--- src/rtl/life_like_automaton_grid_assert.svh ---
// Assertion macros shared by the grid modules; each expects clk and arst_n in scope.
`ifndef LIFE_LIKE_AUTOMATON_GRID_ASSERT_SVH
`define LIFE_LIKE_AUTOMATON_GRID_ASSERT_SVH

// Same-cycle implication, checked outside reset.
`define LLA_ASSERT_IMPLIES(label, ante, cons) \
	label: assert property (@(posedge clk) disable iff (!arst_n) (ante) |-> (cons)) \
		else $error("grid assertion failed");

// Next-cycle implication, checked outside reset.
`define LLA_ASSERT_NEXT(label, ante, cons) \
	label: assert property (@(posedge clk) disable iff (!arst_n) (ante) |=> (cons)) \
		else $error("grid assertion failed");

`endif

--- src/rtl/lla_pkg.sv ---
// Package with the field widths, codes and interface types of the automaton grid.
`timescale 1ns / 1ps
`default_nettype none

package lla_pkg;

	// Field widths of the item and configuration registers.
	localparam int CMD_W       = 2;
	localparam int COORD_W     = 6;
	localparam int GRID_SIZE_W = 7;
	localparam int MASK_W      = 9;
	localparam int COUNT_W     = 4;
	localparam int CFG_INDEX_W = 2;
	localparam int CFG_DATA_W  = 9;
	localparam int S_TDATA_W   = 16;
	localparam int M_TDATA_W   = 8;

	// Command codes carried in the input tuser.
	localparam logic [CMD_W-1:0] CMD_WRITE   = 2'd0;
	localparam logic [CMD_W-1:0] CMD_READ    = 2'd1;
	localparam logic [CMD_W-1:0] CMD_ADVANCE = 2'd2;

	// Configuration register indexes.
	localparam logic [CFG_INDEX_W-1:0] REG_GRID_SIZE    = 2'd0;
	localparam logic [CFG_INDEX_W-1:0] REG_BIRTH_MASK   = 2'd1;
	localparam logic [CFG_INDEX_W-1:0] REG_SURVIVE_MASK = 2'd2;

	// Reset values of the configuration registers.
	localparam logic [GRID_SIZE_W-1:0] GRID_SIZE_RST    = 7'd64;
	localparam logic [MASK_W-1:0]      BIRTH_MASK_RST   = 9'd8;
	localparam logic [MASK_W-1:0]      SURVIVE_MASK_RST = 9'd12;

	typedef struct packed {
		logic [GRID_SIZE_W-1:0] grid_size;
		logic [MASK_W-1:0]      birth_mask;
		logic [MASK_W-1:0]      survive_mask;
	} cfg_t;

	// Commands from the controller to the datapath.
	typedef struct packed {
		logic cell_wr;       // write the addressed cell
		logic cell_rd;       // read the row of the addressed cell
		logic gen_start;     // start a generation: read row 0
		logic gen_first;     // load row 0 into the window, read row 1
		logic gen_row;       // write back one row, shift window, read two rows ahead
		logic res_load;      // load the result register
		logic res_from_read; // result comes from the registered row read
		logic res_oor;       // out-of-range flag for an immediate result
	} dp_cmd_t;

	// Status from the datapath to the controller.
	typedef struct packed {
		logic in_range;  // offered row and column lie inside the active square
		logic size_zero; // active square is empty
		logic last_row;  // row being written back is the last active row
	} dp_status_t;

endpackage

`default_nettype wire

--- src/rtl/lla_cfg.sv ---
// Configuration register file of the automaton grid.
`timescale 1ns / 1ps
`default_nettype none

module lla_cfg import lla_pkg::*; (
	input  wire logic                   clk,
	input  wire logic                   arst_n,
	input  wire logic                   cfg_valid,
	output logic                        cfg_ready,
	input  wire logic [CFG_INDEX_W-1:0] cfg_index,
	input  wire logic [CFG_DATA_W-1:0]  cfg_data,
	output cfg_t                        cfg
);

	cfg_t cfg_q;

	// Writes are always taken; an index past the list is dropped.
	assign cfg_ready = 1'b1;

	always_ff @(posedge clk or negedge arst_n) begin
		if (!arst_n) begin
			cfg_q.grid_size    <= GRID_SIZE_RST;
			cfg_q.birth_mask   <= BIRTH_MASK_RST;
			cfg_q.survive_mask <= SURVIVE_MASK_RST;
		end else if (cfg_valid && cfg_ready) begin
			unique case (cfg_index)
				REG_GRID_SIZE:    cfg_q.grid_size    <= cfg_data[GRID_SIZE_W-1:0];
				REG_BIRTH_MASK:   cfg_q.birth_mask   <= cfg_data[MASK_W-1:0];
				REG_SURVIVE_MASK: cfg_q.survive_mask <= cfg_data[MASK_W-1:0];
				default: ;
			endcase
		end
	end

	assign cfg = cfg_q;

endmodule

`default_nettype wire

--- config.mk ---
export PLATFORM = sky130hd
export DESIGN_NAME = lla_cfg
export DESIGN_NICKNAME = d
export VERILOG_FILES = /design/src/rtl/life_like_automaton_grid_assert.svh /design/src/rtl/lla_pkg.sv /design/src/rtl/lla_cfg.sv
export SDC_FILE = /design/constraint.sdc
export NUM_CORES = 1
export LEC_CHECK = 0
export ABC_AREA = 1
export BUFFER_PORTS_ARGS = -buffer_cell sky130_fd_sc_hd__buf_2
export CAP_MARGIN = 20
export CELL_PAD_IN_SITES_DETAIL_PLACEMENT = 0
export CELL_PAD_IN_SITES_GLOBAL_PLACEMENT = 2
export CORE_ASPECT_RATIO = 0.8
export CORE_MARGIN = 2
export CORE_UTILIZATION = 27
export DETAILED_ROUTE_END_ITERATION = 8
export PLACE_DENSITY_LB_ADDON = 0.05
export SLEW_MARGIN = 20
export SYNTH_ARGS = -nofsm -noshare
export SYNTH_HDL_FRONTEND = slang
export SYNTH_SLANG_ARGS = --single-unit
--- constraint.sdc ---
create_clock -name clk -period 0.8 [get_ports clk]
set_input_delay 0.12 -clock clk [delete_from_list [all_inputs] [get_ports clk]]
set_output_delay 0.12 -clock clk [all_outputs]
set_load 0.1 [all_outputs]
==> PnR_summary.wiki <==
{| class="wikitable"
! Metric !! Value
|-
| Cell row count || 20
|-
| Worst Min Path Start || cfg_data[2]
|-
| Count of flip-flops with a built-in enable after synthesis || 0
|-
| Initial cell density of the core || roughly 28%
|-
| Remaining design rule violation count || 0
|-
| Setup slack of the most critical reg-to-reg path || -0.09 ns
|-
| Reg-to-reg endpoint || cfg[24]
|-
| Relative area change from synthesis to final layout || 86.9%
|-
| Level count of the clock H-tree || 1
|-
| TritonCTS buffer count || 3
|-
| Filler cells || 371
|-
| Library cell used as clock root buffer || sky130_fd_sc_hd__clkbuf_8
|-
| Flip-flop count of the largest register, all copies and words added || 25
|-
| Top fanout value on the critical path || 2
|-
| Synthesized netlist net count || approximately 130
|-
| Cell with the most instances after synthesis || sky130_fd_sc_hd__nand2_1
|-
| Port Buffer Count || 38
|-
| Power density of the placed cells || ~2700 nW/um2
|-
| CTS tree || built
|-
| Mapped Cells || approximately 110
|-
| Final-layout setup total negative slack || -7.05 ns
|-
| Clk Latency, worst-skew pair || roughly 0.26 ns
|-
| Crit-path leading delay family || flip-flops
|-
| Register cell area after layout || 722 um2
|-
| WP data arrival || approximately 1.1 ns
|-
| FF+latch count, synth || 25
|-
| Number of detailed-route iterations in the first pass || 4
|-
| Number of vias after detailed routing || approximately 990
|-
| Yosys top cell area share || between 40% and 50%
|-
| Wirelength, routed || 2830 um
|-
| FFs w/ async S/R, synth || 100%
|-
| Footprint of the multi-input gates || 407 um2
|-
| Post-Layout Cell Count || 223
|-
| Ratio of cells with drive above 1 in the final layout || ~57%
|-
| Period minus WS final || about 1.2 ns
|-
| Reg2reg path depth || 3
|-
| Worst hold slack || 0.111 ns
|-
| Die Y || between 60 and 70 um
|-
| Largest net degree at the start of global routing || 26
|-
| Critical Path End Type || primary output
|-
| Number of antenna diodes || 0
|-
| Half-perimeter wire length after detailed placement || between 2000 and 2500 um
|-
| Highest Clock Rate || 0.836 GHz
|-
| Core footprint || around 3800 um2
|-
| Initial DRC Count || 32
|-
| Endpoint of the worst hold-timing path || cfg[2]
|-
| Die footprint || 4520 um2
|-
| Type of the worst setup path || reg2out
|-
| Buffer and inverter count on the worst path || 1
|-
| Top cells by count, synth || sky130_fd_sc_hd__nand2_1, sky130_fd_sc_hd__dfrtp_1, sky130_fd_sc_hd__nand4_1, sky130_fd_sc_hd__nand3_1
|-
| DP Cell Count || about 210
|-
| Util after Layout || roughly 53%
|-
| Netlist cell types || 11
|-
| Minimum setup slack after placement || -0.104 ns
|-
| Top cells by area in the synthesized netlist || sky130_fd_sc_hd__dfrtp_1, sky130_fd_sc_hd__nand2_1, sky130_fd_sc_hd__nand4_1
|-
| Via density per instance || 4.45
|-
| Final setup slack of the worst path || -0.396 ns
|-
| Data required time at the worst endpoint || 0.68 ns
|-
| Detail-routed net length per standard cell || around 13 um
|-
| Max-cap check violation count || 0
|-
| Finished Cell Area || about 2000 um2
|-
| Via count of the first global-routing pass || slightly above 1k
|-
| PnR Total Power || between 5 and 6 mW
|-
| Antenna violations before repair || 0
|-
| Number of clock sinks seen by CTS || 25
|-
| Worst-case clock skew || 0 ns
|-
| Total cell area at the placement stage || between 1500 and 2000 um2
|-
| Mapped Avg Cell Area || around 9.6 um2
|-
| Cell-by-cell listing of the critical path || buf_12
|-
| Startpoint class of the critical path || flip-flop
|-
| RSZ-0062 raised after global routing || yes
|-
| CTS Buffer Depth || 2
|-
| Count of final setup violators || 29
|-
| Startpoint of the worst register-to-register path || cfg[24]
|-
| YS warnings || 0
|-
| Worst VDD drop || 1.17 mV
|-
| Total routing usage reported by global routing || between 10% and 20%
|-
| Sequential share of the synthesized area || roughly three fifths
|-
| Grt total ovfl || 0
|-
| Count of nets left with antenna violations after detail routing || 0
|-
| Class of the tightest hold or removal check || in2reg
|-
| Static Leakage || 0.922 nW
|-
| Cell area after synthesis || 1080 um2
|-
| Cell taking the most area after synthesis || sky130_fd_sc_hd__dfrtp_1
|-
| Tcrit/Tclk final || 149%
|-
| Number of pins exceeding their max-slew limit in the final report || 0
|-
| Wire length of the first global-routing pass || roughly 4800 um
|-
| Net total in the final layout || between 150 and 200
|-
| Clock-pin slew on the worst setup and hold paths || 0.08 ns
|-
| Delay contributed by the slowest stage of the critical path || approximately 0.64 ns
|-
| Number of top-level design ports || 40
|-
| Status || finished with violations
|-
| Die X || ~75 um
|-
| Hold path cells || 3
|-
| Hold Vio Cnt, Final || 0
|-
| Violated checks || setup timing
|-
| Routability congestion estimate || ~0.8
|-
| Slowest cell on the critical path || sky130_fd_sc_hd__dfstp_4
|-
| Most used flip-flop cell after synthesis || sky130_fd_sc_hd__dfrtp_1
|}
[power by group]
group	switching [mW]	total, mW	internal [mW]
clock	0.377	0.733	0.356
sequential	0.223	1.84	1.62
combinational	1.88	2.89	1.01
[logic make-up (layout without fill, tap and decap cells)]
group,count (synthesis),after routing,share of synthesized area (%)
other cells,1,1,0.347
buf+inv,8,63,5.56
flops,25,25,58.4
simple gates,79,79,35.7
[repair_timing]
item / CTS / global route
gates resized for setup: 1 / 9
endpoints found under the setup margin: 27 / 30
cloned: 0 / 0
pin swaps: 0 / 1
endpoints found under the hold margin: 25 / 0
setup buffers: 1 / 4
hold buffers: 1 / 0
[layer usage]
layer  GRT usage [%]  vias to the layer above  part of all wire (%)
li1                -                      487                     -
met1            18.8                      473                    43
met2            24.0                       28                    51
met3            4.32                        4                   5.6
met4            3.83                        0                   1.0
met5               0                        -                     0
[how the worst max path moves through the flow]
stage	slack, ns	from	endpoint	depth (start not counted)
global route	-0.43	cfg[24]	cfg[24]	1
finish	-0.40	cfg[3]	cfg[3]	1
floorplan	-0.16	cfg[12]	cfg[12]	2
global placement	-0.09	cfg[24]	cfg[24]	1
detailed placement	-0.10	cfg[2]	cfg[2]	1
CTS	-0.41	cfg[12]	cfg[12]	1
[placed cells by master (no fill, tap or decap), drive strengths merged]
cell / instances
nand2: 51
dfstp: 4
nand3: 9
clkbuf: 4
nand4: 18
inv: 2
buf: 56
dfrtp: 21
conb: 1
nor2: 1
dlygate4sd3: 1
[layout make-up]
cell class / instances / share of cell area, %
tap: 55 / 3.41
timing repair buffer: 57 / 38.1
sequential: 25 / 35.8
multi-input combinational: 80 / 20.1
clock buffer: 4 / 2.23
inverter: 2 / 0.372
Note: power is estimated with default switching activity, not from simulation.
