==> src/rtl/life_like_automaton_grid_assert.svh <==
// Assertion macros shared by the grid modules; each expects clk and arst_n in scope.
`ifndef LIFE_LIKE_AUTOMATON_GRID_ASSERT_SVH
`define LIFE_LIKE_AUTOMATON_GRID_ASSERT_SVH

// Same-cycle implication, checked outside reset.
`define LLA_ASSERT_IMPLIES(label, ante, cons) \
	label: assert property (@(posedge clk) disable iff (!arst_n) (ante) |-> (cons)) \
		else $error("grid assertion failed");

// Next-cycle implication, checked outside reset.
`define LLA_ASSERT_NEXT(label, ante, cons) \
	label: assert property (@(posedge clk) disable iff (!arst_n) (ante) |=> (cons)) \
		else $error("grid assertion failed");

`endif

==> src/rtl/lla_pkg.sv <==
// Package with the field widths, codes and interface types of the automaton grid.
`timescale 1ns / 1ps
`default_nettype none

package lla_pkg;

	// Field widths of the item and configuration registers.
	localparam int CMD_W       = 2;
	localparam int COORD_W     = 6;
	localparam int GRID_SIZE_W = 7;
	localparam int MASK_W      = 9;
	localparam int COUNT_W     = 4;
	localparam int CFG_INDEX_W = 2;
	localparam int CFG_DATA_W  = 9;
	localparam int S_TDATA_W   = 16;
	localparam int M_TDATA_W   = 8;

	// Command codes carried in the input tuser.
	localparam logic [CMD_W-1:0] CMD_WRITE   = 2'd0;
	localparam logic [CMD_W-1:0] CMD_READ    = 2'd1;
	localparam logic [CMD_W-1:0] CMD_ADVANCE = 2'd2;

	// Configuration register indexes.
	localparam logic [CFG_INDEX_W-1:0] REG_GRID_SIZE    = 2'd0;
	localparam logic [CFG_INDEX_W-1:0] REG_BIRTH_MASK   = 2'd1;
	localparam logic [CFG_INDEX_W-1:0] REG_SURVIVE_MASK = 2'd2;

	// Reset values of the configuration registers.
	localparam logic [GRID_SIZE_W-1:0] GRID_SIZE_RST    = 7'd64;
	localparam logic [MASK_W-1:0]      BIRTH_MASK_RST   = 9'd8;
	localparam logic [MASK_W-1:0]      SURVIVE_MASK_RST = 9'd12;

	typedef struct packed {
		logic [GRID_SIZE_W-1:0] grid_size;
		logic [MASK_W-1:0]      birth_mask;
		logic [MASK_W-1:0]      survive_mask;
	} cfg_t;

	// Commands from the controller to the datapath.
	typedef struct packed {
		logic cell_wr;       // write the addressed cell
		logic cell_rd;       // read the row of the addressed cell
		logic gen_start;     // start a generation: read row 0
		logic gen_first;     // load row 0 into the window, read row 1
		logic gen_row;       // write back one row, shift window, read two rows ahead
		logic res_load;      // load the result register
		logic res_from_read; // result comes from the registered row read
		logic res_oor;       // out-of-range flag for an immediate result
	} dp_cmd_t;

	// Status from the datapath to the controller.
	typedef struct packed {
		logic in_range;  // offered row and column lie inside the active square
		logic size_zero; // active square is empty
		logic last_row;  // row being written back is the last active row
	} dp_status_t;

endpackage

`default_nettype wire

==> src/rtl/lla_ctrl.sv <==
// Controller state machine of the automaton grid: sequences commands and generations.
`timescale 1ns / 1ps
`default_nettype none
`include "life_like_automaton_grid_assert.svh"

module lla_ctrl import lla_pkg::*; (
	input  wire logic             clk,
	input  wire logic             arst_n,
	input  wire logic             s_tvalid,
	output logic                  s_tready,
	input  wire logic [CMD_W-1:0] command,
	output logic                  m_tvalid,
	input  wire logic             m_tready,
	input  wire dp_status_t       status,
	output dp_cmd_t               cmd
);

	typedef enum logic [3:0] {
		ST_IDLE      = 4'b0001,
		ST_RD_WAIT   = 4'b0010,
		ST_GEN_FIRST = 4'b0100,
		ST_GEN_ROW   = 4'b1000
	} state_t;

	state_t state_q;
	state_t state_d;
	logic   out_valid_q;
	logic   accept;

	// An item is taken in idle when the result register is free or is being emptied.
	assign s_tready = (state_q == ST_IDLE) && (!out_valid_q || m_tready);
	assign accept   = s_tvalid && s_tready;
	assign m_tvalid = out_valid_q;

	// Next state and datapath commands.
	always_comb begin
		cmd     = '0;
		state_d = state_q;
		unique case (state_q)
			ST_IDLE: begin
				if (accept) begin
					unique case (command)
						CMD_WRITE: begin
							cmd.cell_wr  = status.in_range;
							cmd.res_load = 1'b1;
							cmd.res_oor  = !status.in_range;
						end
						CMD_READ: begin
							if (status.in_range) begin
								cmd.cell_rd = 1'b1;
								state_d     = ST_RD_WAIT;
							end else begin
								cmd.res_load = 1'b1;
								cmd.res_oor  = 1'b1;
							end
						end
						CMD_ADVANCE: begin
							if (status.size_zero) begin
								cmd.res_load = 1'b1;
							end else begin
								cmd.gen_start = 1'b1;
								state_d       = ST_GEN_FIRST;
							end
						end
						default: begin
							cmd.res_load = 1'b1;
						end
					endcase
				end
			end
			ST_RD_WAIT: begin
				cmd.res_load      = 1'b1;
				cmd.res_from_read = 1'b1;
				state_d           = ST_IDLE;
			end
			ST_GEN_FIRST: begin
				cmd.gen_first = 1'b1;
				state_d       = ST_GEN_ROW;
			end
			ST_GEN_ROW: begin
				cmd.gen_row = 1'b1;
				if (status.last_row) begin
					cmd.res_load = 1'b1;
					state_d      = ST_IDLE;
				end
			end
			default: begin
				state_d = ST_IDLE;
			end
		endcase
	end

	// State register and result-valid flag.
	always_ff @(posedge clk or negedge arst_n) begin
		if (!arst_n) begin
			state_q     <= ST_IDLE;
			out_valid_q <= 1'b0;
		end else begin
			state_q <= state_d;
			if (cmd.res_load) begin
				out_valid_q <= 1'b1;
			end else if (m_tready) begin
				out_valid_q <= 1'b0;
			end
		end
	end

	// A result is never loaded over one that still waits.
	`LLA_ASSERT_IMPLIES(a_result_slot_free, cmd.res_load, !out_valid_q || m_tready)
	// No result is pending while a generation walks the grid.
	`LLA_ASSERT_IMPLIES(a_no_result_in_walk, state_q == ST_GEN_ROW, !out_valid_q)

endmodule

`default_nettype wire

==> config.mk <==
export PLATFORM = sky130hd
export DESIGN_NAME = lla_ctrl
export DESIGN_NICKNAME = d
export VERILOG_FILES = /design/src/rtl/lla_pkg.sv /design/src/rtl/lla_ctrl.sv
export VERILOG_INCLUDE_DIRS = /design/src /design/src/rtl
export SDC_FILE = /design/constraint.sdc
export NUM_CORES = 1
export LEC_CHECK = 0
export ABC_AREA = 1
export ABC_CLOCK_PERIOD_IN_PS = 1300
export BUFFER_PORTS_ARGS = -buffer_cell sky130_fd_sc_hd__buf_2
export CORE_MARGIN = 5
export CORE_UTILIZATION = 42
export DETAILED_ROUTE_END_ITERATION = 16
export MAX_ROUTING_LAYER = met4
export PLACE_DENSITY = 0.79
export SYNTH_ARGS = -nofsm -noshare
export SYNTH_HDL_FRONTEND = slang
export SYNTH_SLANG_ARGS = --single-unit
export TNS_END_PERCENT = 30
==> constraint.sdc <==
create_clock -name clk -period 1.3 [get_ports clk]
set_clock_uncertainty 0.05 [all_clocks]
set_input_delay 0.195 -clock clk [delete_from_list [all_inputs] [get_ports clk]]
set_output_delay 0.195 -clock clk [all_outputs]
set_load 0.02 [all_outputs]
==> impl_metrics.py <==
metrics = {
    "die": {
        "starting_utilization_of_the_core_area_pct": 43.4,
        "num_rows": 13,
        "fp.dieArea_um2": 2130,
        "io-pin-count": 19,
        "die_width_um": 46.2,
        "core_region_area_um2": 1270,
        "die_height_um": 46.2,
    },
    "sta": {
        "drv_slew": 0,
        "worst_slew_margin_rel_pct": 85.6,
        "worst_slack_ns": -0.419,
        "finalSetupViolations": 12,
        "worst_max_slew_pin_slew_ns": 0.216,
        "timing.final.hold_violations": 0,
        "final_min_period_ns": 1.72,
        "rsz_0062_raised_after_global_routing": "yes",
        "post_route_clock_period_utilization_pct": 132,
        "fmax_mhz": 582,
    },
    "clock_network": {
        "htree_levels": 1,
        "clock_insertion_delay_worst_skew_ns": 0.24,
        "max-clock-path-buffers": 2,
        "root_buffer": "sky130_fd_sc_hd__clkbuf_4",
        "clock_tree_from_tritoncts": "yes",
        "tritoncts_num_sinks": 5,
        "clk_pin_slew_worst_paths_ns": 0.04,
        "cts_buffers": 3,
    },
    "global_route": {
        "grt_use_total_pct": 15.1,
        "grt_pass1_wl_mm": 2.20,
        "number_of_global_route_vias_before_repair": 605,
        "largest_net_degree_at_the_start_of_global_routing": 6,
        "grt_antenna_before_repair": 0,
        "globalRouteOverflowTotal": 0,
    },
    "pwr": {
        "power.density_cell_area_nw_per_um2": 1640,
        "power_switching_uw": 662,
        "p_seq_share_pct": 18.9,
        "vdd.ir_drop.worst_uv": 794,
        "fin_total_pwr_mw": 1.39,
        "internal-power_uw": 726,
        "clockPowerShare_pct": 13.1,
        "power_frac_comb_pct": 68.0,
        "p_leak_nw": 0.494,
        "netSwitchingFraction_pct": 47.7,
    },
    "logic_synthesis": {
        "synth_seq_cells": 5,
        "ys_warn_count": 0,
        "synth.most_common_cell": "sky130_fd_sc_hd__inv_1",
        "synth_largest_type_area_fraction_pct": 18.2,
        "share_of_synthesized_area_occupied_by_flip_flops_and_latches_pct": 23.0,
        "synthTopCellsByArea": "sky130_fd_sc_hd__dfrtp_1 (18%), sky130_fd_sc_hd__inv_1 (12%), sky130_fd_sc_hd__ha_1 (11%)",
        "yosys.area.top_type": "sky130_fd_sc_hd__dfrtp_1",
        "dominantRegCellSynth": "sky130_fd_sc_hd__dfrtp_1",
        "ys_async_sr_fraction_pct": 100,
        "synth.cell_area_um2": 551,
        "synth_enable_flop_cells": 0,
        "synth_area_per_cell_um2": 7.86,
        "yosys.cell_types.count": 22,
        "synthCells": 70,
        "synthesis.nets": 84,
        "netlist_top_cells_count": "sky130_fd_sc_hd__inv_1 (18), sky130_fd_sc_hd__nand2_1 (9), sky130_fd_sc_hd__ha_1 (5), sky130_fd_sc_hd__nor3_2 (5)",
    },
    "setup_path": {
        "crit_reg_reg_startpoint": "state_q[0]$_DFFE_PN1P_",
        "cp.arrival_ns": 1.47,
        "slowest_delay_ns": 0.53,
        "reg2reg_depth": 7,
        "last_element_of_the_critical_path": "cmd[5]",
        "cp-start-kind": "flop",
        "cpMostUsedCell": "sky130_fd_sc_hd__nand2_4",
        "worst_setup_slack_for_register_to_register_paths_ns": -0.08,
        "timing.critical_path.to_type": "primary output",
        "critPathMaxFanout": 4,
        "cp_slowest_cell": "sky130_fd_sc_hd__dfstp_2",
        "r2r_end": "state_q[1]$_DFFE_PN0P_",
        "timing_worst_setup_path_type": "reg2out",
        "worst_setup_path_startpoint": "state_q[0]$_DFFE_PN1P_",
        "chain_of_cells_forming_the_critical_path": "inv_2 > nor2_4 > nand2_4 > nor2_8 > nand2_4 > nor3_4 > buf_6",
        "cp.required_ns": 1.05,
    },
    "run_status": {
        "violations_in_the_final_reports": "setup timing",
        "outcome": "complete, but fails checks",
    },
    "cells_and_area": {
        "drive_gt1_share_pct": 50.9,
        "diodes": 0,
        "multi_input_comb_area_um2": 377,
        "nets": 121,
        "layout.filler_cells": 114,
        "layout.area.seq_um2": 126,
        "flow.area_growth_from_synthesis_pct": 54.1,
        "fin_area_um2": 848,
    },
    "placed_design": {
        "gp_routability_congestion": 0.810,
        "place.detailed.hpwl_mm": 1.14,
        "pre_cts_slack_ns": -0.199,
        "port_buffers": 18,
        "placement.cell_area_um2": 768,
    },
    "route": {
        "vias_per_cell": 4.86,
        "drc": 0,
        "drt_iter0_drc": 3,
        "totalWireLength_mm": 1.27,
        "drt-wirelength-per-cell_um": 10.5,
        "ant_nets": 0,
        "dr_total_vias": 588,
        "drtPass1Iterations": 2,
    },
    "job": {
        "cap_viol_max_count": 0,
    },
    "min_path": {
        "hp-class": "in2reg",
        "hold-path-cell-count": 3,
    },
}
## cells by family (layout without fill, tap and decap cells)
family          Yosys count  after routing  share of synthesized area (%)
compound gates            6              6                           6.59
simple gates             35             35                           46.1
flops                     5              5                           23.0
fa+ha+maj                 5              5                           11.4
buf+inv                  19             55                           13.0
## layer usage
layer / part of all wire [%] / track usage [%] / vias up
met5: 0 / - / -
met4: 2.2 / 11.9 / 0
met3: 4.8 / 0 / 3
met2: 60 / 29.9 / 15
met1: 33 / 12.9 / 276
li1: - / - / 294
## critical path: cells and delay by family (launching register included)
kind | cells | cell delay, ns
buf+inv | 2 | 0.19
flops | 1 | 0.53
simple gates | 5 | 0.51
## stage by stage
step / TNS, ns / util, % / hold slack, ns / std cells
global route: -3.76 / 66.9 / 0.235 / 121
floorplan: -0.844 / - / -0.151 / 70
detailed placement: -0.909 / 60.6 / -0.0355 / 115
global placement: -0.680 / 60.6 / -0.0368 / 115
CTS: -3.02 / 66.9 / 0.229 / 121
finish: -2.94 / 66.9 / 0.231 / 121
## power by group through the flow
stage,Combinational [mW],Clock (mW),Sequential (mW)
floorplan,0.601,0,0.281
detailed placement,0.887,0,0.264
global placement,0.855,0,0.262
CTS,0.955,0.190,0.263
global route,1.02,0.193,0.267
finish,0.944,0.183,0.262
## area by class of cell
| class | count | share of cell area (%) |
|---|---|---|
| multi-input combinational | 46 | 44.4 |
| timing repair buffer | 32 | 27.0 |
| sequential | 5 | 14.9 |
| inverter | 19 | 8.41 |
| clock buffer | 4 | 3.10 |
| tap | 15 | 2.21 |
## sequential cells by signal (all words and copies together), names as in the netlist
register and count:
state_q 4, m_tvalid 1
## what timing repair did
item                       CTS  global route
setup endpoints to repair   10            12
resized for setup           12             0
hold buffers                 1             0
hold endpoints to repair     5             0
pin swaps                    2             2
gates cloned                 0             0
setup buffers                1             0
## worst min path at each step
stage | from | to | slack (ns)
after global placement | arst_n | m_tvalid$_DFFE_PN0P_ | -0.04
after global routing | s_tvalid | m_tvalid$_DFFE_PN0P_ | 0.23
after detailed placement | arst_n | m_tvalid$_DFFE_PN0P_ | -0.04
after floorplan | arst_n | m_tvalid$_DFFE_PN0P_ | -0.15
after CTS | s_tvalid | m_tvalid$_DFFE_PN0P_ | 0.23
final | s_tvalid | m_tvalid$_DFFE_PN0P_ | 0.23
## placed cells by master (no fill, tap or decap)
| master | count |
|---|---|
| sky130_fd_sc_hd__a21oi_1 | 1 |
| sky130_fd_sc_hd__buf_2 | 13 |
| sky130_fd_sc_hd__buf_4 | 13 |
| sky130_fd_sc_hd__buf_6 | 5 |
| sky130_fd_sc_hd__clkbuf_1 | 1 |
| sky130_fd_sc_hd__clkbuf_4 | 3 |
| sky130_fd_sc_hd__dfrtp_1 | 4 |
| sky130_fd_sc_hd__dfstp_2 | 1 |
| sky130_fd_sc_hd__dlygate4sd3_1 | 1 |
| sky130_fd_sc_hd__ha_1 | 5 |
| sky130_fd_sc_hd__inv_1 | 18 |
| sky130_fd_sc_hd__inv_2 | 1 |
| sky130_fd_sc_hd__nand2_1 | 9 |
| sky130_fd_sc_hd__nand2_2 | 1 |
| sky130_fd_sc_hd__nand2_4 | 2 |
| sky130_fd_sc_hd__nand3_1 | 2 |
| sky130_fd_sc_hd__nand3_2 | 3 |
| sky130_fd_sc_hd__nand3b_1 | 1 |
| sky130_fd_sc_hd__nand4_1 | 4 |
| sky130_fd_sc_hd__nor2_1 | 2 |
| sky130_fd_sc_hd__nor2_2 | 2 |
| sky130_fd_sc_hd__nor2_4 | 3 |
| sky130_fd_sc_hd__nor2_8 | 1 |
| sky130_fd_sc_hd__nor3_2 | 2 |
| sky130_fd_sc_hd__nor3_4 | 3 |
| sky130_fd_sc_hd__o211ai_1 | 1 |
| sky130_fd_sc_hd__o21ai_0 | 1 |
| sky130_fd_sc_hd__o21ai_1 | 2 |
| sky130_fd_sc_hd__o21ai_2 | 1 |
Note: power is estimated with default switching activity, not from simulation.
